File: src/rtl/sgm_pkg.sv
// ----------------------------------------------------------------------------
// sgm_pkg
// Shared types and constants of the Sobel gradient magnitude block: payload
// structs, register indexes, dimension limits and the back end state type.
// ----------------------------------------------------------------------------
`default_nettype none

package sgm_pkg;

    // dimension limits and widths
    localparam int MAX_WIDTH_DEF   = 1024;
    localparam int MAX_HEIGHT      = 1024;
    localparam int MIN_DIM         = 3;
    localparam int DIM_W           = 11;
    localparam int ROW_W           = 10;
    localparam int COORD_W         = 10;
    localparam int PIX_W           = 8;
    localparam int GRAD_W          = 11;
    localparam int QUEUE_DEPTH_DEF = 4;

    // register indexes
    localparam int CFG_IDX_W = 1;
    localparam logic [CFG_IDX_W-1:0] REG_FRAME_WIDTH  = 1'd0;
    localparam logic [CFG_IDX_W-1:0] REG_FRAME_HEIGHT = 1'd1;

    // reset values of the registers
    localparam logic [DIM_W-1:0] FRAME_WIDTH_RST  = 11'd640;
    localparam logic [DIM_W-1:0] FRAME_HEIGHT_RST = 11'd480;

    // input request
    typedef struct packed {
        logic [PIX_W-1:0] pixel;
        logic             frame_start;
    } pixel_in_t;

    // result request
    typedef struct packed {
        logic [PIX_W-1:0]   magnitude;
        logic [COORD_W-1:0] out_row;
        logic [COORD_W-1:0] out_col;
        logic               frame_last;
    } result_t;

    // gradient pair handed from front to back
    typedef struct packed {
        logic signed [GRAD_W-1:0] gx;
        logic signed [GRAD_W-1:0] gy;
        logic [COORD_W-1:0]       out_row;
        logic [COORD_W-1:0]       out_col;
        logic                     frame_last;
    } grad_t;

    // back end sequencer
    typedef enum logic [2:0] {
        BK_IDLE,
        BK_SQUARE,
        BK_SUM,
        BK_ROOT,
        BK_OUT
    } back_state_t;

endpackage

`default_nettype wire

File: src/rtl/sgm_back.sv
// ----------------------------------------------------------------------------
// sgm_back
// Turns one gradient pair into a magnitude: squares, sum with saturation,
// then a bit-serial floor square root, into an output register.
// ----------------------------------------------------------------------------
`default_nettype none

module sgm_back (
    input  wire logic            clk,
    input  wire logic            rst_n,
    input  wire logic            pop_valid,
    output logic                 pop_ready,
    input  wire sgm_pkg::grad_t  pop_data,
    output logic                 out_valid,
    input  wire logic            out_stall,
    output sgm_pkg::result_t     out_data
);
    import sgm_pkg::*;

    localparam int SQ_W   = 2 * GRAD_W - 2;
    localparam int SUM_W  = SQ_W + 1;
    localparam int REM_W  = 2 * PIX_W;
    localparam int ROOT_W = REM_W + 1;
    localparam int BIT_W  = REM_W - 1;

    back_state_t state_reg, state_next;

    grad_t              item_reg;
    logic [SQ_W-1:0]    sqx_reg, sqy_reg;
    logic               sat_reg;
    logic [REM_W-1:0]   rem_reg;
    logic [ROOT_W-1:0]  root_reg;
    logic [BIT_W-1:0]   bit_reg;
    logic               out_valid_reg;
    result_t            out_data_reg;

    logic               out_free, load_out;
    logic signed [2*GRAD_W-1:0] prod_x, prod_y;
    logic [SUM_W-1:0]   sum;
    logic [ROOT_W-1:0]  trial;

    assign out_free = !out_valid_reg || !out_stall;

    // next state
    always_comb
    begin
        state_next = state_reg;
        unique case (state_reg)
            BK_IDLE:   if (pop_valid) state_next = BK_SQUARE;
            BK_SQUARE: state_next = BK_SUM;
            BK_SUM:    state_next = BK_ROOT;
            BK_ROOT:   if (bit_reg[0]) state_next = BK_OUT;
            BK_OUT:    if (out_free) state_next = BK_IDLE;
            default:   state_next = BK_IDLE;
        endcase
    end

    // sequencer outputs
    always_comb
    begin
        pop_ready = 1'b0;
        load_out  = 1'b0;
        unique case (state_reg)
            BK_IDLE: pop_ready = 1'b1;
            BK_OUT:  load_out  = out_free;
            default: ;
        endcase
    end

    always_ff @(posedge clk or negedge rst_n)
    begin
        if (!rst_n)
        begin
            state_reg <= BK_IDLE;
        end
        else
        begin
            state_reg <= state_next;
        end
    end

    // squares, sum and root step
    assign prod_x = item_reg.gx * item_reg.gx;
    assign prod_y = item_reg.gy * item_reg.gy;
    assign sum    = SUM_W'(sqx_reg) + SUM_W'(sqy_reg);
    assign trial  = root_reg + ROOT_W'(bit_reg);

    always_ff @(posedge clk)
    begin
        if (pop_valid && pop_ready)
        begin
            item_reg <= pop_data;
        end
        if (state_reg == BK_SQUARE)
        begin
            sqx_reg <= prod_x[SQ_W-1:0];
            sqy_reg <= prod_y[SQ_W-1:0];
        end
        if (state_reg == BK_SUM)
        begin
            sat_reg  <= (sum[SUM_W-1:REM_W] != '0);
            rem_reg  <= sum[REM_W-1:0];
            root_reg <= '0;
            bit_reg  <= {1'b1, {(BIT_W-1){1'b0}}};
        end
        if (state_reg == BK_ROOT)
        begin
            if ({1'b0, rem_reg} >= trial)
            begin
                rem_reg  <= rem_reg - trial[REM_W-1:0];
                root_reg <= (root_reg >> 1) + ROOT_W'(bit_reg);
            end
            else
            begin
                root_reg <= root_reg >> 1;
            end
            bit_reg <= bit_reg >> 2;
        end
    end

    // output register
    always_ff @(posedge clk or negedge rst_n)
    begin
        if (!rst_n)
        begin
            out_valid_reg <= 1'b0;
        end
        else if (load_out)
        begin
            out_valid_reg <= 1'b1;
        end
        else if (!out_stall)
        begin
            out_valid_reg <= 1'b0;
        end
    end

    always_ff @(posedge clk)
    begin
        if (load_out)
        begin
            out_data_reg.magnitude  <= sat_reg ? {PIX_W{1'b1}} : root_reg[PIX_W-1:0];
            out_data_reg.out_row    <= item_reg.out_row;
            out_data_reg.out_col    <= item_reg.out_col;
            out_data_reg.frame_last <= item_reg.frame_last;
        end
    end

    assign out_valid = out_valid_reg;
    assign out_data  = out_data_reg;

    // checks
    a_sum_to_root: assert property (@(posedge clk) disable iff (!rst_n)
        (state_reg == BK_SUM) |=> (state_reg == BK_ROOT))
        else $error("root did not follow sum");

    a_pop_starts: assert property (@(posedge clk) disable iff (!rst_n)
        (pop_valid && pop_ready) |=> (state_reg == BK_SQUARE))
        else $error("popped item not taken into square stage");

    a_load_shows: assert property (@(posedge clk) disable iff (!rst_n)
        load_out |=> out_valid_reg)
        else $error("loaded result not presented");

endmodule

`default_nettype wire

File: config.mk
export PLATFORM = sky130hd
export DESIGN_NAME = sgm_back
export DESIGN_NICKNAME = d
export VERILOG_FILES = /design/src/rtl/sgm_pkg.sv /design/src/rtl/sgm_back.sv
export SDC_FILE = /design/constraint.sdc
export NUM_CORES = 1
export LEC_CHECK = 0
export BUFFER_PORTS_ARGS = -buffer_cell sky130_fd_sc_hd__buf_2
export CELL_PAD_IN_SITES_DETAIL_PLACEMENT = 0
export CELL_PAD_IN_SITES_GLOBAL_PLACEMENT = 2
export CORE_ASPECT_RATIO = 1.25
export CORE_MARGIN = 2
export CORE_UTILIZATION = 45
export DETAILED_ROUTE_END_ITERATION = 10
export PLACE_DENSITY = 0.95
export SLEW_MARGIN = 20
export SYNTH_ARGS = -nofsm -noshare
export SYNTH_HDL_FRONTEND = slang
export SYNTH_SLANG_ARGS = --single-unit
File: constraint.sdc
create_clock -name clk -period 8.1 [get_ports clk]
set_clock_uncertainty 0.15 [all_clocks]
set_input_delay 0.81 -clock clk [delete_from_list [all_inputs] [get_ports clk]]
set_output_delay 0.81 -clock clk [all_outputs]
set_load 0.005 [all_outputs]
* Yosys cells after proc, flatten, opt, wreduce, memory -nomap -nowiden *
Index checks and enable logic that the tools add are counted.

storage, ports and cells
  register bits after elaboration = 158
  bits in latches = 0
  memory bits (writable) = 0
  ROM bits = 0
  input bits = 47
  output and inout bits = 31
  logic and storage cells = 57
  memories kept = 0

operators by class
  add/sub/neg operators = 4
  $mul = 2
  div/mod/pow operators = 0
  order comparisons = 1
  equality and inequality tests = 8
  shifts and indexed selects = 0
  multiplexer cells = 16
  bitwise logic cells = 0
  reduce and logical (&&, ||, !) cells = 8

operators with widths
  cell                number
  $mux 17             3
  $mux 16             3
  $mul 11x11->20      2
  $mux 13             2
  $add 20x20->21      1
  $add 16x15->17      1
  $add 17x15->17      1
  $ge 16x17->1        1
  $sub 16x16->16      1
  $pmux 3 s5          1
  $mux 3              3
  $eq 3x2->1 const B  2
  $ne 2x2->1 const B  3
  $reduce_bool 5->1   1
  $mux 1              4
  $eq 3x1->1 const B  1
  $eq 3x3->1 const B  1
  $logic_not 3->1     1
  $reduce_and 3->1    1
  $logic_not 1->1     2
  $ne 2x1->1 const B  1
  $reduce_bool 2->1   1
  $logic_and 1x1->1   1
  $logic_or 1x1->1    1

* Logic depth before layout (Yosys ltp) *
  word-level depth = 4
  depth in mapped cells = 22
  gate-level depth less buffers = 21

* Worst setup path before layout *
Ideal clock, no wire load.

  path type = reg-to-reg
  start = register item_reg[23] in the netlist's numbering
  end = register sqy_reg[19], data pin
  setup time = 0.260 ns
  arrival = 4.861 ns
  required time = 7.690 ns
  path slack = 2.829 ns
  cell stages (with the launch flop) = 22
  path buffers = 1
  clock period less this slack = 5.271 ns
  cell sequence = edfxtp_1 > clkbuf_1 > nand2_1 > fa_1 > inv_1 > fa_1 > inv_1 > fa_1 > inv_1 > fa_1 > inv_1 > fa_1 > inv_1 > ha_1 > o21ai_0 > nand2b_1 > a31oi_1 > a211oi_1 > nand4_1 > nand4b_1 > a21oi_1 > xnor2_1

between the ends
  word-level cells in the longest chain between the ends = 1

RTL lines
  what                      line            source
  start: declaration        sgm_back.sv:28  grad_t item_reg;
  start signal: assignment  sgm_back.sv:92  item_reg <= pop_data;
  $mul 11x11->20            sgm_back.sv:84  assign prod_y = item_reg.gy * item_reg.gy;
  named net prod_y[19]      sgm_back.sv:38  logic signed [2*GRAD_W-1:0] prod_x, prod_y;
  end signal: assignment    sgm_back.sv:97  sqy_reg <= prod_y[SQ_W-1:0];
  end: declaration          sgm_back.sv:29  logic [SQ_W-1:0] sqx_reg, sqy_reg;

The timed path passes the listed nets, and every way through them passes these cells.
A chain may end at the register's enable or synchronous reset.

* Final worst setup path *
Same ends and word-level chain as after synthesis.

==> run metrics <==
status=completed; Max Cap Viol=0; total global-route track usage=17.6%; global-route wire length before repair=between 40000 and 50000 um; Met1 Wirelength=~12000 um; unrepaired setup endpoints after global routing=false; total number of vias=between 9000 and 10000; antenna violations before repair=0; reg2reg end=sqy_reg[19]$_DFFE_PP_; Die Span X=168 um; top layer used by detailed routing=met4; Max clock buf depth=2; Worst R2R Start=item_reg[23]$_DFFE_PP_; Final Wtd Congestion=~0.84; Port Buffer Count=between 70 and 80; Top cell by count, worst path=fa_1; CP max stage cell=edfxtp_1; final period utilization=approximately 70%; Period minus WS final=about 5.7 ns; Reg2Reg Depth=17; worst path cell trace=nand2b_1, fa_1, inv_1, fa_1, fa_1, fa_1, inv_1, fa_1, inv_1, ha_1, and3_1, a31oi_1, a211oi_1, nand4_1, nand4b_1, a21oi_1, xnor2_1; Post-DP HPWL=~24000 um; Initial Util=a little under half; Yosys Warn Count=0; met2 wire length=16600 um; critical path depth=17; worst min path class=register to register; cell area after synthesis=around 15000 um^2; Antenna diodes=0; full die area=about 35000 um^2; CP max FO=14; critical path class=register to register; Die Span Y=roughly 210 um; Synth cell types=67; largest net degree at the start of global routing=44; layout cells sized above 1=roughly a tenth; Synth Flop Type=edfxtp_1; met3 wire len=approximately 460 um; WL per Instance=15.0 um; Routed Antenna Nets=0; max_slew headroom=43.8%; P&R area growth vs syn=9.59%; Req. time, crit path=8.14 ns; FMAX=176 MHz; final setup violation count=0; Rows=75; CP delay by family, top=adder cells; vias in the first global route=about 11000; r2r setup slk=approximately 2.4 ns; worst setup path startpoint=item_reg[23]$_DFFE_PP_; asr flop ratio synth=2.56%; fin. max-slew vios=0; Critical Path Sink Type=register; setup ws final=2.42 ns; Mapped Nets=roughly 1800; max reg flops=43; Synth Register Bits=between 150 and 200; post-place setup slack=~2.4 ns; WL final=between 20000 and 30000 um; 1st-iter DRT viols=about 430; Syn Inst Count=between 1000 and 1500; clk sink count=about 160; H-tree levels=4; final setup TNS=0 ns; Clock transition at path regs=~0.080 ns; cts repair resizes=0; Critical Path Start Type=register; Nets=roughly 1900; # DRC=0; clock buffer count from CTS=17; I/O pin count=between 70 and 80; Vias/cell=around 5.1; capture point of the worst path=sqy_reg[19]$_DFFE_PP_; Avg Cell Area, Syn=10.4 um^2; Post-synth EDFFs=about 140; Hold Fails Final Rpt=0; Placeable Area=around 33000 um^2; crit path DAT=roughly 5.7 ns; Slew @ Worst Pin=0.844 ns; sequential cell area fraction in the yosys report=just under 30%; CTS tree=yes; CP max stage delay=0.63 ns; grt total ovfl=0; Clock Latency Late Sink=0.45 ns; CTS root buf=clkbuf_16; drt pass-1 iters=5; Buf+Inv Stages, Crit Path=3
through the flow:
stage          std cells  instance area [um^2]  util (%)  hold slack, ns
2_1_floorplan       1459                 15200         -           0.250
5_1_grt             1968                 16700      49.9           0.275
4_1_cts             1968                 16700      49.9           0.270
3_3_place_gp        1935                 16000      48.0           0.251
6_report            1968                 16700      49.9           0.272
3_5_place_dp        1935                 16000      48.0           0.255
layout by cell type (no fill, tap or decap), types with 6 or more instances in the layout:
master,n
o21a_1,13
nor2_1,89
or3_1,9
o21ai_0,32
buf_2,77
ha_1,139
o211ai_1,10
dfxtp_1,17
nand2_1,106
xnor2_1,76
a21o_1,14
inv_1,281
mux2i_1,6
and2_1,51
a31oi_1,22
nand4_1,6
edfxtp_1,135
a21oi_1,42
xor2_1,28
nand3_1,12
nand2b_1,9
fa_1,188
and3_1,15
clkbuf_16,17
nor2b_1,26
or2_2,11
nor3_1,29
per-layer routing:
layer | GRT usage (%) | vias to the layer above
met5 | 0 | -
met2 | 34.0 | 102
met3 | 2.36 | 46
met1 | 19.9 | 4936
met4 | 5.80 | 0
li1 | - | 4890
worst min path at each step:
stage / startpoint / to / depth (start not counted)
global route: item_reg[3]$_DFFE_PP_ / out_data[3]$_DFFE_PP_ / 0
finish: item_reg[10]$_DFFE_PP_ / out_data[10]$_DFFE_PP_ / 0
floorplan: item_reg[0]$_DFFE_PP_ / out_data[0]$_DFFE_PP_ / 0
global placement: item_reg[15]$_DFFE_PP_ / out_data[15]$_DFFE_PP_ / 0
detailed placement: item_reg[8]$_DFFE_PP_ / out_data[8]$_DFFE_PP_ / 0
CTS: item_reg[8]$_DFFE_PP_ / out_data[8]$_DFFE_PP_ / 0
cell usage after synthesis (4+ instances only):
| master | number | area, um^2 |
|---|---|---|
| or2_2 | 11 | 68.8 |
| a21oi_1 | 43 | 215 |
| fa_1 | 188 | 3760 |
| clkbuf_1 | 23 | 86.3 |
| nand4_1 | 6 | 37.5 |
| xnor2_1 | 76 | 666 |
| dfxtp_1 | 17 | 340 |
| ha_1 | 139 | 1740 |
| nor2b_1 | 26 | 163 |
| dfrtp_1 | 4 | 100 |
| and2_1 | 52 | 325 |
| or3_1 | 9 | 56.3 |
| a31o_2 | 5 | 43.8 |
| a21o_1 | 14 | 105 |
| nand2_1 | 106 | 398 |
| o21bai_1 | 5 | 37.5 |
| and3_1 | 15 | 93.8 |
| o211ai_1 | 10 | 75.1 |
| xor2_1 | 28 | 245 |
| edfxtp_1 | 135 | 4050 |
| inv_1 | 281 | 1050 |
| a31oi_1 | 22 | 138 |
| a211oi_1 | 4 | 30.0 |
| o21ai_0 | 32 | 160 |
| mux2i_1 | 6 | 60.1 |
| nor3_1 | 29 | 145 |
| nand3_1 | 12 | 60.1 |
| nor2_1 | 89 | 334 |
| nand2b_1 | 9 | 56.3 |
| o21a_1 | 13 | 97.6 |
area by class of cell:
cell class / count / area (um^2)
fill: 3080 / 16700
multi-input combinational: 992 / 9530
sequential: 156 / 4490
inverter: 282 / 1060
tap: 423 / 529
timing repair buffer: 83 / 433
clock buffer: 17 / 425
clock inverter: 15 / 188
logic make-up (layout without fill, tap and decap cells):
family | count (synthesis) | after routing | share of synthesized area [%]
AND/OR/NAND/NOR | 379 | 379 | 12.3
flip-flops | 156 | 156 | 29.6
XOR/XNOR | 104 | 104 | 5.99
adder cells (fa/ha/maj) | 327 | 327 | 36.2
AO/OA/AOI/OAI | 176 | 176 | 7.77
buffers and inverters | 311 | 397 | 7.80
multiplexers | 6 | 6 | 0.395
what timing repair did:
action / CTS / global route
hold buffers: 1 / 0
buffers inserted: 0 / 0
endpoints found under the hold margin: 4 / 0
Power is left out: the tool's default activity adds up to more than one toggle a clock period on the data nets, which glitch-free logic cannot reach.
