## src/rtl/sgm_pkg.sv

```systemverilog
// ----------------------------------------------------------------------------
// sgm_pkg
// Shared types and constants of the Sobel gradient magnitude block: payload
// structs, register indexes, dimension limits and the back end state type.
// ----------------------------------------------------------------------------
`default_nettype none

package sgm_pkg;

    // dimension limits and widths
    localparam int MAX_WIDTH_DEF   = 1024;
    localparam int MAX_HEIGHT      = 1024;
    localparam int MIN_DIM         = 3;
    localparam int DIM_W           = 11;
    localparam int ROW_W           = 10;
    localparam int COORD_W         = 10;
    localparam int PIX_W           = 8;
    localparam int GRAD_W          = 11;
    localparam int QUEUE_DEPTH_DEF = 4;

    // register indexes
    localparam int CFG_IDX_W = 1;
    localparam logic [CFG_IDX_W-1:0] REG_FRAME_WIDTH  = 1'd0;
    localparam logic [CFG_IDX_W-1:0] REG_FRAME_HEIGHT = 1'd1;

    // reset values of the registers
    localparam logic [DIM_W-1:0] FRAME_WIDTH_RST  = 11'd640;
    localparam logic [DIM_W-1:0] FRAME_HEIGHT_RST = 11'd480;

    // input request
    typedef struct packed {
        logic [PIX_W-1:0] pixel;
        logic             frame_start;
    } pixel_in_t;

    // result request
    typedef struct packed {
        logic [PIX_W-1:0]   magnitude;
        logic [COORD_W-1:0] out_row;
        logic [COORD_W-1:0] out_col;
        logic               frame_last;
    } result_t;

    // gradient pair handed from front to back
    typedef struct packed {
        logic signed [GRAD_W-1:0] gx;
        logic signed [GRAD_W-1:0] gy;
        logic [COORD_W-1:0]       out_row;
        logic [COORD_W-1:0]       out_col;
        logic                     frame_last;
    } grad_t;

    // back end sequencer
    typedef enum logic [2:0] {
        BK_IDLE,
        BK_SQUARE,
        BK_SUM,
        BK_ROOT,
        BK_OUT
    } back_state_t;

endpackage

`default_nettype wire

```

## src/rtl/sgm_queue.sv

```systemverilog
// ----------------------------------------------------------------------------
// sgm_queue
// Short FIFO of gradient pairs between the window front end and the
// magnitude back end, so that each side stalls on its own.
// ----------------------------------------------------------------------------
`default_nettype none

module sgm_queue #(
    parameter int DEPTH = sgm_pkg::QUEUE_DEPTH_DEF,
    localparam int PTR_W = (DEPTH > 1) ? $clog2(DEPTH) : 1,
    localparam int CNT_W = $clog2(DEPTH + 1)
) (
    input  wire logic          clk,
    input  wire logic          rst_n,
    input  wire logic          push_valid,
    output logic               push_ready,
    input  wire sgm_pkg::grad_t push_data,
    output logic               pop_valid,
    input  wire logic          pop_ready,
    output sgm_pkg::grad_t     pop_data
);
    import sgm_pkg::*;

    grad_t            entry_mem [DEPTH];
    logic [PTR_W-1:0] wr_ptr_reg, wr_ptr_next;
    logic [PTR_W-1:0] rd_ptr_reg, rd_ptr_next;
    logic [CNT_W-1:0] count_reg, count_next;
    logic             do_push, do_pop;

    // handshake
    assign push_ready = (count_reg != CNT_W'(DEPTH));
    assign pop_valid  = (count_reg != '0);
    assign do_push    = push_valid && push_ready;
    assign do_pop     = pop_valid && pop_ready;
    assign pop_data   = entry_mem[rd_ptr_reg];

    // pointer and fill count update
    always_comb
    begin
        wr_ptr_next = wr_ptr_reg;
        rd_ptr_next = rd_ptr_reg;
        count_next  = count_reg;
        if (do_push)
        begin
            wr_ptr_next = (wr_ptr_reg == PTR_W'(DEPTH - 1)) ? '0 : wr_ptr_reg + 1'b1;
        end
        if (do_pop)
        begin
            rd_ptr_next = (rd_ptr_reg == PTR_W'(DEPTH - 1)) ? '0 : rd_ptr_reg + 1'b1;
        end
        if (do_push && !do_pop)
        begin
            count_next = count_reg + 1'b1;
        end
        else if (do_pop && !do_push)
        begin
            count_next = count_reg - 1'b1;
        end
    end

    always_ff @(posedge clk or negedge rst_n)
    begin
        if (!rst_n)
        begin
            wr_ptr_reg <= '0;
            rd_ptr_reg <= '0;
            count_reg  <= '0;
        end
        else
        begin
            wr_ptr_reg <= wr_ptr_next;
            rd_ptr_reg <= rd_ptr_next;
            count_reg  <= count_next;
        end
    end

    // entry storage
    always_ff @(posedge clk)
    begin
        if (do_push)
        begin
            entry_mem[wr_ptr_reg] <= push_data;
        end
    end

    // checks
    a_count_bound: assert property (@(posedge clk) disable iff (!rst_n)
        count_reg <= CNT_W'(DEPTH))
        else $error("queue fill count beyond depth");

    a_push_only: assert property (@(posedge clk) disable iff (!rst_n)
        (do_push && !do_pop) |=> (count_reg == $past(count_reg) + 1'b1))
        else $error("queue count did not grow on push");

    a_pop_only: assert property (@(posedge clk) disable iff (!rst_n)
        (do_pop && !do_push) |=> (count_reg == $past(count_reg) - 1'b1))
        else $error("queue count did not shrink on pop");

endmodule

`default_nettype wire

```

## config.mk

```make
export PLATFORM = sky130hd
export DESIGN_NAME = sgm_queue
export DESIGN_NICKNAME = d
export VERILOG_FILES = /design/src/rtl/sgm_pkg.sv /design/src/rtl/sgm_queue.sv
export SDC_FILE = /design/constraint.sdc
export NUM_CORES = 1
export LEC_CHECK = 0
export BUFFER_PORTS_ARGS = -buffer_cell sky130_fd_sc_hd__buf_2
export CAP_MARGIN = 25
export CORE_ASPECT_RATIO = 1.1
export CORE_MARGIN = 8
export CORE_UTILIZATION = 61
export CTS_CLUSTER_SIZE = 12
export DETAILED_ROUTE_END_ITERATION = 7
export PLACE_DENSITY = 0.91
export SKIP_CTS_REPAIR_TIMING = 1
export SLEW_MARGIN = 10
export SYNTH_ARGS = -nofsm -noshare
export SYNTH_HDL_FRONTEND = slang
export SYNTH_SLANG_ARGS = --single-unit
```

## constraint.sdc

```tcl
create_clock -name clk -period 4.1 [get_ports clk]
set_input_delay 0.615 -clock clk [delete_from_list [all_inputs] [get_ports clk]]
set_output_delay 0.615 -clock clk [all_outputs]
set_load 0.02 [all_outputs]
```

# Word level (Yosys, flattened, before mapping)
# Memories as Yosys holds them, arrays and structs flattened.
# Cells that the tools add are included.
totals:
  reg_bits: 7
  latchBits: 0
  mem_bits_rw: 172
  mem_bits_ro: 0
  input_bits: 47
  out_inout_bits: 45
  word_cells: 25
  memories: 1
mem_list:
  columns: ["name", "words", "width", "read_ports", "rd_clocked_by_memory_dff", "wr", "line_no", "text"]
  rows:
  - ["entry_mem", 4, 43, 1, 0, 1, "sgm_queue.sv:24", "grad_t entry_mem [DEPTH];"]
op_classes:
  n_addsub: 4
  n_mul: 0
  div: 0
  n_lt_le_gt_ge: 0
  n_eq_ne: 3
  n_shift: 0
  n_mux: 6
  bitwise_logic: 0
  n_reduce_logical: 8
ops:
  columns: ["operator", "n"]
  rows:
  - ["3-bit 2-to-1 mux", 2]
  - ["2-bit by 1-bit adder with 2-bit output (second input constant)", 2]
  - ["2-bit == test (second input constant)", 2]
  - ["1-bit logical AND", 4]
  - ["2-bit 2-to-1 mux", 2]
  - ["3-bit by 1-bit adder with 3-bit output (second input constant)", 1]
  - ["3-bit != test (second input constant)", 1]
  - ["3-bit nonzero test", 1]
  - ["3-bit by 1-bit subtractor with 3-bit output (second input constant)", 1]
  - ["1-bit zero test", 2]
  - ["1-bit 2-to-1 mux", 2]
  - ["2-bit nonzero test", 1]

# Longest topological paths before layout
# Gate-level depths: netlist (run 1).
depth:
  word_depth: 6
  depth_mapped: 8
  ltp_nobuf: 8

# Least setup slack after synthesis (run 1)
# Ideal clock, no wire load.
synth_path:
  path_type: "register to register"
  startpoint: "register count_reg[1]"
  endpoint: "register count_reg[2]"
  setup_time_ps: 79
  arrival_time_ps: 2093
  setup_slack_ps: 1928
  path_stages_with_launch: 9
  path_buffers: 0
  path_cell_list: "dfrtp_1 > or3_2 > nand2_1 > ha_1 > inv_1 > fa_1 > xor2_1 > nor2_1 > xor2_1"
synth_between:
  elab_chain_len: 5
  word_cells_on_any_way: 13
  classes_between: "2 x add/sub; 1 x eq/ne; 2 x mux; 8 x reduce/logical"
synth_rtl:
  columns: ["item", "line_no", "text"]
  rows:
  - ["start: declaration", "sgm_queue.sv:27", "logic [CNT_W-1:0] count_reg, count_next;"]
  - ["start signal: assignment", "sgm_queue.sv:73", "count_reg <= count_next;"]
  - ["3-bit nonzero test *", "sgm_queue.sv:32", "assign pop_valid = (count_reg != '0);"]
  - ["named net pop_valid", "sgm_queue.sv:18", "output logic pop_valid,"]
  - ["1-bit logical AND *", "sgm_queue.sv:34", "assign do_pop = pop_valid && pop_ready;"]
  - ["1-bit zero test", "sgm_queue.sv:51", "if (do_push && !do_pop)"]
  - ["1-bit logical AND", "sgm_queue.sv:51", null]
  - ["3-bit 2-to-1 mux / 2-bit nonzero test (equally long branches)", null, null]
# Mark *: on every way through the listed nets, which the timed path passes. The rest lies on a longest branch. The select of a mux whose other input is x is not followed.
# A chain may end at the register's enable or synchronous reset.

==> results of run 1 <==
## area by class of cell
cell class,instances,area [um2]
Antenna cell,1,2.50
Clock buffer,18,429
Clock inverter,14,130
Fill cell,617,2870
Inverter,3,11.3
Multi-Input combinational cell,69,1230
Sequential cell,179,5350
Tap cell,147,184
Timing Repair Buffer,96,563
## layer usage
layer / wire (um) / vias to the layer above
met2: 6370 / 109
met1: 4270 / 1535
met5: 0 / -
li1: - / 1313
met4: 160 / 0
met3: 676 / 10
## cells in the final DEF (no fill, tap or decap), drive strengths merged, types with 2 or more instances in the layout
cell	netlist	final
mux2	5	5
mux4	43	43
nor2	3	3
inv	3	7
xor2	2	2
clkinvlp	0	2
and3	4	4
buf	9	96
ha	6	6
edfxtp	172	172
clkbuf	1	18
clkinv	0	7
dfrtp	7	7
## critical path, stage by stage (launching register included)
cell	delay, ps
sky130_fd_sc_hd__dfrtp_4	1000
sky130_fd_sc_hd__mux4_2	630
sky130_fd_sc_hd__buf_2	180
## final timing paths
| path | start | endpoint | slack [ps] | cells past startpoint |
|---|---|---|---|---|
| min in group clk | push_data[20] | entry_mem[3][20]$_DFFE_PP_ | 410 | 1 |
| max in group asynchronous | rst_n | rd_ptr_reg[0]$_DFFE_PN0P_ | 3900 | 1 |
| max | rd_ptr_reg[0]$_DFFE_PN0P_ | pop_data[21] | 1240 | 2 |
| min | rst_n | wr_ptr_reg[1]$_DFFE_PN0P_ | 20 | 1 |
| min reg2reg | count_reg[2]$_DFFE_PN0P_ | count_reg[2]$_DFFE_PN0P_ | 490 | 1 |
| max reg2reg | count_reg[0]$_DFFE_PN0P_ | count_reg[2]$_DFFE_PN0P_ | 1870 | 8 |
## synthesized netlist by cell type, drive strengths merged
master	count	area, um2
and2	1	8.76
and3	4	30.0
buf	9	51.3
clkbuf	1	5.00
dfrtp	7	175
edfxtp	172	5160
fa	1	20.0
ha	6	75.1
inv	3	11.3
mux2	5	63.8
mux4	43	968
nand2	1	3.75
nor2	3	11.3
or3	1	7.51
or3b	1	11.3
xnor2	1	8.76
xor2	2	17.5
## power by group
| group | switching [uW] | total [uW] | internal (uW) |
|---|---|---|---|
| combinational | 947 | 1760 | 811 |
| sequential | 262 | 2690 | 2420 |
| clock | 671 | 1510 | 844 |
| total | 1880 | 5960 | 4080 |
## metrics by stage
step	hold WS [ps]	worst slack, ps	instance area [um2]	power, uW	cells
floorplan	319	1930	6630	3900	261
global placement	455	1590	7220	4410	489
detailed placement	459	1610	7330	4520	494
CTS	8.80	1140	7890	6040	526
global route	13.5	1070	7890	6210	527
finish	19.9	1240	7890	5960	527
## kinds of logic (layout without fill, tap and decap cells)
logic type	count (synthesis)	after routing	synth area share (%)
other	0	1	0
AND/OR/NAND/NOR	11	11	1.09
XOR/XNOR	3	3	0.396
multiplexers	48	48	15.6
adder cells (fa/ha/maj)	7	7	1.43
flip-flops	179	179	80.5
buffers and inverters	13	131	1.02
==> metrics.log, run 1 <==
[metrics] DR vias: 2,967
[metrics] initial cell density of the core: 61.7%
[metrics] maximum clock skew at final layout: 7.81 ps
[metrics] starting DRC count in detailed routing: 204
[metrics] Final #Nets: 420
[metrics] HPWL reported at the end of detailed placement: 7370 um
[metrics] number of buffers on the longest clock path: 2
[metrics] number of design rule violations left after detail routing: 0
[metrics] initial antenna violation count: 1
[metrics] count of unique library cells instantiated by Yosys: 20
[metrics] minimum clock period after layout: 2860 ps
[metrics] maximum vdd ir drop: 0.595 mV
[metrics] data arrival time of the worst path: 2240 ps
[metrics] total detailed-routing wirelength: 11,500 um
[metrics] gate count after technology mapping: 261
[metrics] global routing met1 resource utilization: 20.0%
[metrics] GRT Residual Overflow: 0
[metrics] share of the core filled with cells in the final layout: 73.3%
[metrics] die width: 115 um
[metrics] largest net degree at the start of global routing: 47
[metrics] total count of max-transition violations in the final report: 0
[metrics] CTS sink count: 179
[metrics] routed wire length per instance: 21.8 um
[metrics] antenna-violating nets left: 0
[metrics] Top Ports: 92
[metrics] Core Box Area: 0.0108 mm2
[metrics] static leakage: 0.00274 uW
[metrics] met2 global-route usage: 28.6%
[metrics] Cell Area, Synth: 0.00663 mm2
[metrics] CTS tree: yes
[metrics] Max Cap Viol: 0
[metrics] kind of end point of the critical path: output pin
[metrics] status: finished, final reports clean
[metrics] TritonCTS Buffers: 17
[metrics] clock-pin slew of the registers on the worst-case setup and hold paths: 60 ps
[metrics] max FFs per register: 172
[metrics] root buffer selected by CTS: sky130_fd_sc_hd__clkbuf_16
[metrics] global-route met3 utilization: 5.44%
[metrics] first-pass GRT wire length: 18,100 um
[metrics] ratio of total power to cell area: 755 mW/mm2
[metrics] Core Rows: 40
[metrics] Post-Route Setup TNS: 0 ps
[metrics] final setup vio count: 0
[metrics] clock insertion delay at the later pin of the skew report: 420 ps
[metrics] worst-margin pin slew: 877 ps
[metrics] share of the cycle needed by the critical path after routing: 69.7%
[metrics] Yosys Warn Count: 0
[metrics] drt first pass iters: 4
[metrics] maximum achievable frequency: 350 MHz
[metrics] unrepaired setup endpoints after global routing: no
[metrics] highest net fanout along the worst path: 46
[metrics] post-synthesis net count: 315
[metrics] total track usage: 17.2%
[metrics] Die Y-Extent: 125 um
[metrics] sequential fraction of the synthesis area: 80.5%
[metrics] count of input and output buffers: 91
[metrics] Mean Syn Cell Area: 25.4 um2
[metrics] GRT busiest layer: met2
[metrics] hold violation count in the final report: 0
[metrics] Slew HR: 41.5%
[metrics] Syn-to-layout area delta: 19.0%
[metrics] final weighted congestion in routability-driven placement: 0.681
[metrics] ratio of cells with drive above 1 in the final layout: 48.5%
[metrics] kind of start point of the critical path: flop
[metrics] number of global-route vias before repair: 3,319
[metrics] required time of the critical path: 3480 ps
[metrics] number of synthesized register bits: 179
[metrics] Hold Path Class: in -> async
[metrics] Total Die Area: 0.0145 mm2
[metrics] total number of H-tree levels: 4
[metrics] number of vias per cell: 5.63
[metrics] critical path class: reg -> out
Note: power is estimated with default switching activity, not from simulation.
==> inputs of run 2 (changes only) <==
--- a/config.mk
+++ b/config.mk
@@ -9,10 +9,10 @@
 export CAP_MARGIN = 25
 export CORE_ASPECT_RATIO = 1.1
 export CORE_MARGIN = 8
-export CORE_UTILIZATION = 61
+export CORE_UTILIZATION = 57
 export CTS_CLUSTER_SIZE = 12
 export DETAILED_ROUTE_END_ITERATION = 7
-export PLACE_DENSITY = 0.91
+export PLACE_DENSITY = 0.86
 export SKIP_CTS_REPAIR_TIMING = 1
 export SLEW_MARGIN = 10
 export SYNTH_ARGS = -nofsm -noshare
==> constraint.sdc (replaced) <==
create_clock -name clk -period 2.7 [get_ports clk]
set_input_delay 0.405 -clock clk [delete_from_list [all_inputs] [get_ports clk]]
set_output_delay 0.405 -clock clk [all_outputs]
set_load 0.02 [all_outputs]
==> run 2 against run 1 <==
Against the previous run: sequential power is 46% higher; sequential share of layout area shrank 0.62 points; non-clock buffer count grew 3; final area rose by 0.92%; largest power group unchanged.
==> metrics.log, run 2 (same netlist as run 1, synthesis figures left out) <==
[metrics] worst reg2reg endpoint: count_reg[2]$_DFFE_PN0P_
[metrics] kind of end point of the critical path: output pin
[metrics] ratio of total power to cell area: 1160 mW/mm2
[metrics] Post-Route Setup TNS: 0 ps
[metrics] sink of the worst hold path: entry_mem[3][18]$_DFFE_PP_
[metrics] number of design rule violations left after detail routing: 0
[metrics] share of the core filled with cells in the final layout: 69.6%
[metrics] status: finished, final reports clean
[metrics] maximum vdd ir drop: 0.752 mV
[metrics] data arrival time of the worst path: 2030 ps
[metrics] number of vias per cell: 5.66
[metrics] maximum clock skew at final layout: 6.24 ps
[metrics] Die Y-Extent: 129 um
[metrics] largest net degree at the start of global routing: 30
[metrics] antenna-violating nets left: 0
[metrics] worst-margin pin slew: 762 ps
[metrics] Core Rows: 41
[metrics] initial antenna violation count: 2
[metrics] number of cells traversed by the worst register-to-register path: 8
[metrics] count of input and output buffers: 91
[metrics] worst reg2reg startpoint: count_reg[1]$_DFFE_PN0P_
[metrics] final instance area: 0.00796 mm2
[metrics] Hold Path Class: in -> reg
[metrics] Top Ports: 92
[metrics] required time of the critical path: 2300 ps
[metrics] max FFs per register: 172
[metrics] root buffer selected by CTS: sky130_fd_sc_hd__clkbuf_16
[metrics] Core Box Area: 0.0114 mm2
[metrics] ratio of cells with drive above 1 in the final layout: 48.0%
[metrics] unrepaired setup endpoints after global routing: no
[metrics] share of the cycle needed by the critical path after routing: 90.2%
[metrics] total detailed-routing wirelength: 11,600 um
[metrics] HPWL reported at the end of detailed placement: 7290 um
[metrics] static leakage: 0.00277 uW
[metrics] Slew HR: 49.2%
[metrics] routed wire length per instance: 21.8 um
[metrics] die width: 119 um
[metrics] Final #Nets: 423
[metrics] number of buffers on the longest clock path: 2
[metrics] Syn-to-layout area delta: 20.0%
[metrics] Min-Delay Path Depth: 1
[metrics] most frequent standard cell in the layout excluding fill and tap cells: sky130_fd_sc_hd__edfxtp_1
[metrics] clock-pin slew of the registers on the worst-case setup and hold paths: 60 ps
[metrics] critical path class: reg -> out
[metrics] DR vias: 3,010
[metrics] clock insertion delay at the later pin of the skew report: 410 ps
[metrics] first-pass GRT wire length: 18,300 um
[metrics] Max Cap Viol: 0
[metrics] maximum achievable frequency: 411 MHz
[metrics] CTS sink count: 179
[metrics] starting DRC count in detailed routing: 194
[metrics] total count of max-transition violations in the final report: 0
[metrics] final setup vio count: 0
[metrics] area of the multi-input gates: 0.00123 mm2
[metrics] number of cells in the design after placement: 499
[metrics] TritonCTS Buffers: 17
[metrics] Sequential Area: 0.00535 mm2
[metrics] dpl cell area: 0.00736 mm2
[metrics] most used cells in the layout excluding fill and tap cells: sky130_fd_sc_hd__edfxtp_1 (172), sky130_fd_sc_hd__buf_2 (91), sky130_fd_sc_hd__mux4_2 (43)
[metrics] drt first pass iters: 4
[metrics] total number of H-tree levels: 4
[metrics] startpoint of the tightest hold check path: push_data[18]
[metrics] reg2reg setup slack: 490 ps
[metrics] total track usage: 16.1%
[metrics] fill cell count: 679
[metrics] worst hold-check slack: 205 ps
[metrics] GRT Residual Overflow: 0
[metrics] number of global-route vias before repair: 3,296
[metrics] highest net fanout along the worst path: 29
[metrics] Total Die Area: 0.0154 mm2
[metrics] hold violation count in the final report: 0
[metrics] initial cell density of the core: 58.0%
[metrics] CTS tree: yes
[metrics] final weighted congestion in routability-driven placement: 0.725
[metrics] minimum clock period after layout: 2440 ps
[metrics] kind of start point of the critical path: flop
[metrics] number of standard cells in the final layout excluding fillers: 532
## run 2: cell types whose count changed in the layout (fill, tap and decap cells not counted), moves of 2 or more
cell and delta:
sky130_fd_sc_hd__clkinv_2 -2, sky130_fd_sc_hd__bufinv_16 +2, sky130_fd_sc_hd__inv_6 -2, sky130_fd_sc_hd__clkinv_4 -4, sky130_fd_sc_hd__clkinvlp_4 +2, sky130_fd_sc_hd__clkbuf_1 +2
## run 2: worst max-delay path, cell delays in order, from the launching register on
cell                      delay, ps
sky130_fd_sc_hd__dfrtp_2        840
sky130_fd_sc_hd__buf_12         250
sky130_fd_sc_hd__mux4_2         330
sky130_fd_sc_hd__buf_2          180
## run 2: how the worst max path moves through the flow
stage	startpoint	cells after the start	endpoint	slack, ps
after floorplan	count_reg[1]$_DFFE_PN0P_	8	count_reg[2]$_DFFE_PN0P_	530
after global placement	count_reg[1]$_DFFE_PN0P_	8	count_reg[2]$_DFFE_PN0P_	570
after detailed placement	count_reg[1]$_DFFE_PN0P_	8	count_reg[2]$_DFFE_PN0P_	510
after CTS	rd_ptr_reg[1]$_DFFE_PN0P_	3	pop_data[39]	230
after global routing	rd_ptr_reg[1]$_DFFE_PN0P_	3	pop_data[39]	170
final	rd_ptr_reg[1]$_DFFE_PN0P_	3	pop_data[39]	260
## run 2: cell type report
type,instances,area share (%)
Antenna cell,1,0.0314
Timing Repair Buffer,99,7.54
Clock buffer,20,5.48
Inverter,3,0.141
Tap cell,150,2.36
Sequential cell,179,67.1
Multi-Input combinational cell,69,15.4
Clock inverter,11,1.93
## run 2: metal layers
metal / up-vias / wire [um] / global-route usage (%)
li1: 1325 / - / -
met1: 1594 / 4740 / 18.8
met5: - / 13 / 0
met2: 76 / 6120 / 27.1
met4: 2 / 160 / 7.00
met3: 13 / 580 / 5.09
## run 2: per-stage QoR
stage	setup slack, ps	total power, uW
2_1_floorplan	528	5930
3_3_place_gp	569	6780
3_5_place_dp	510	6940
4_1_cts	226	9380
5_1_grt	172	9680
6_report	265	9260
## run 2: where the power goes
group,switching (uW),internal (uW)
Clock,975,1460
Sequential,252,3680
Combinational,1610,1280
Total,2840,6420
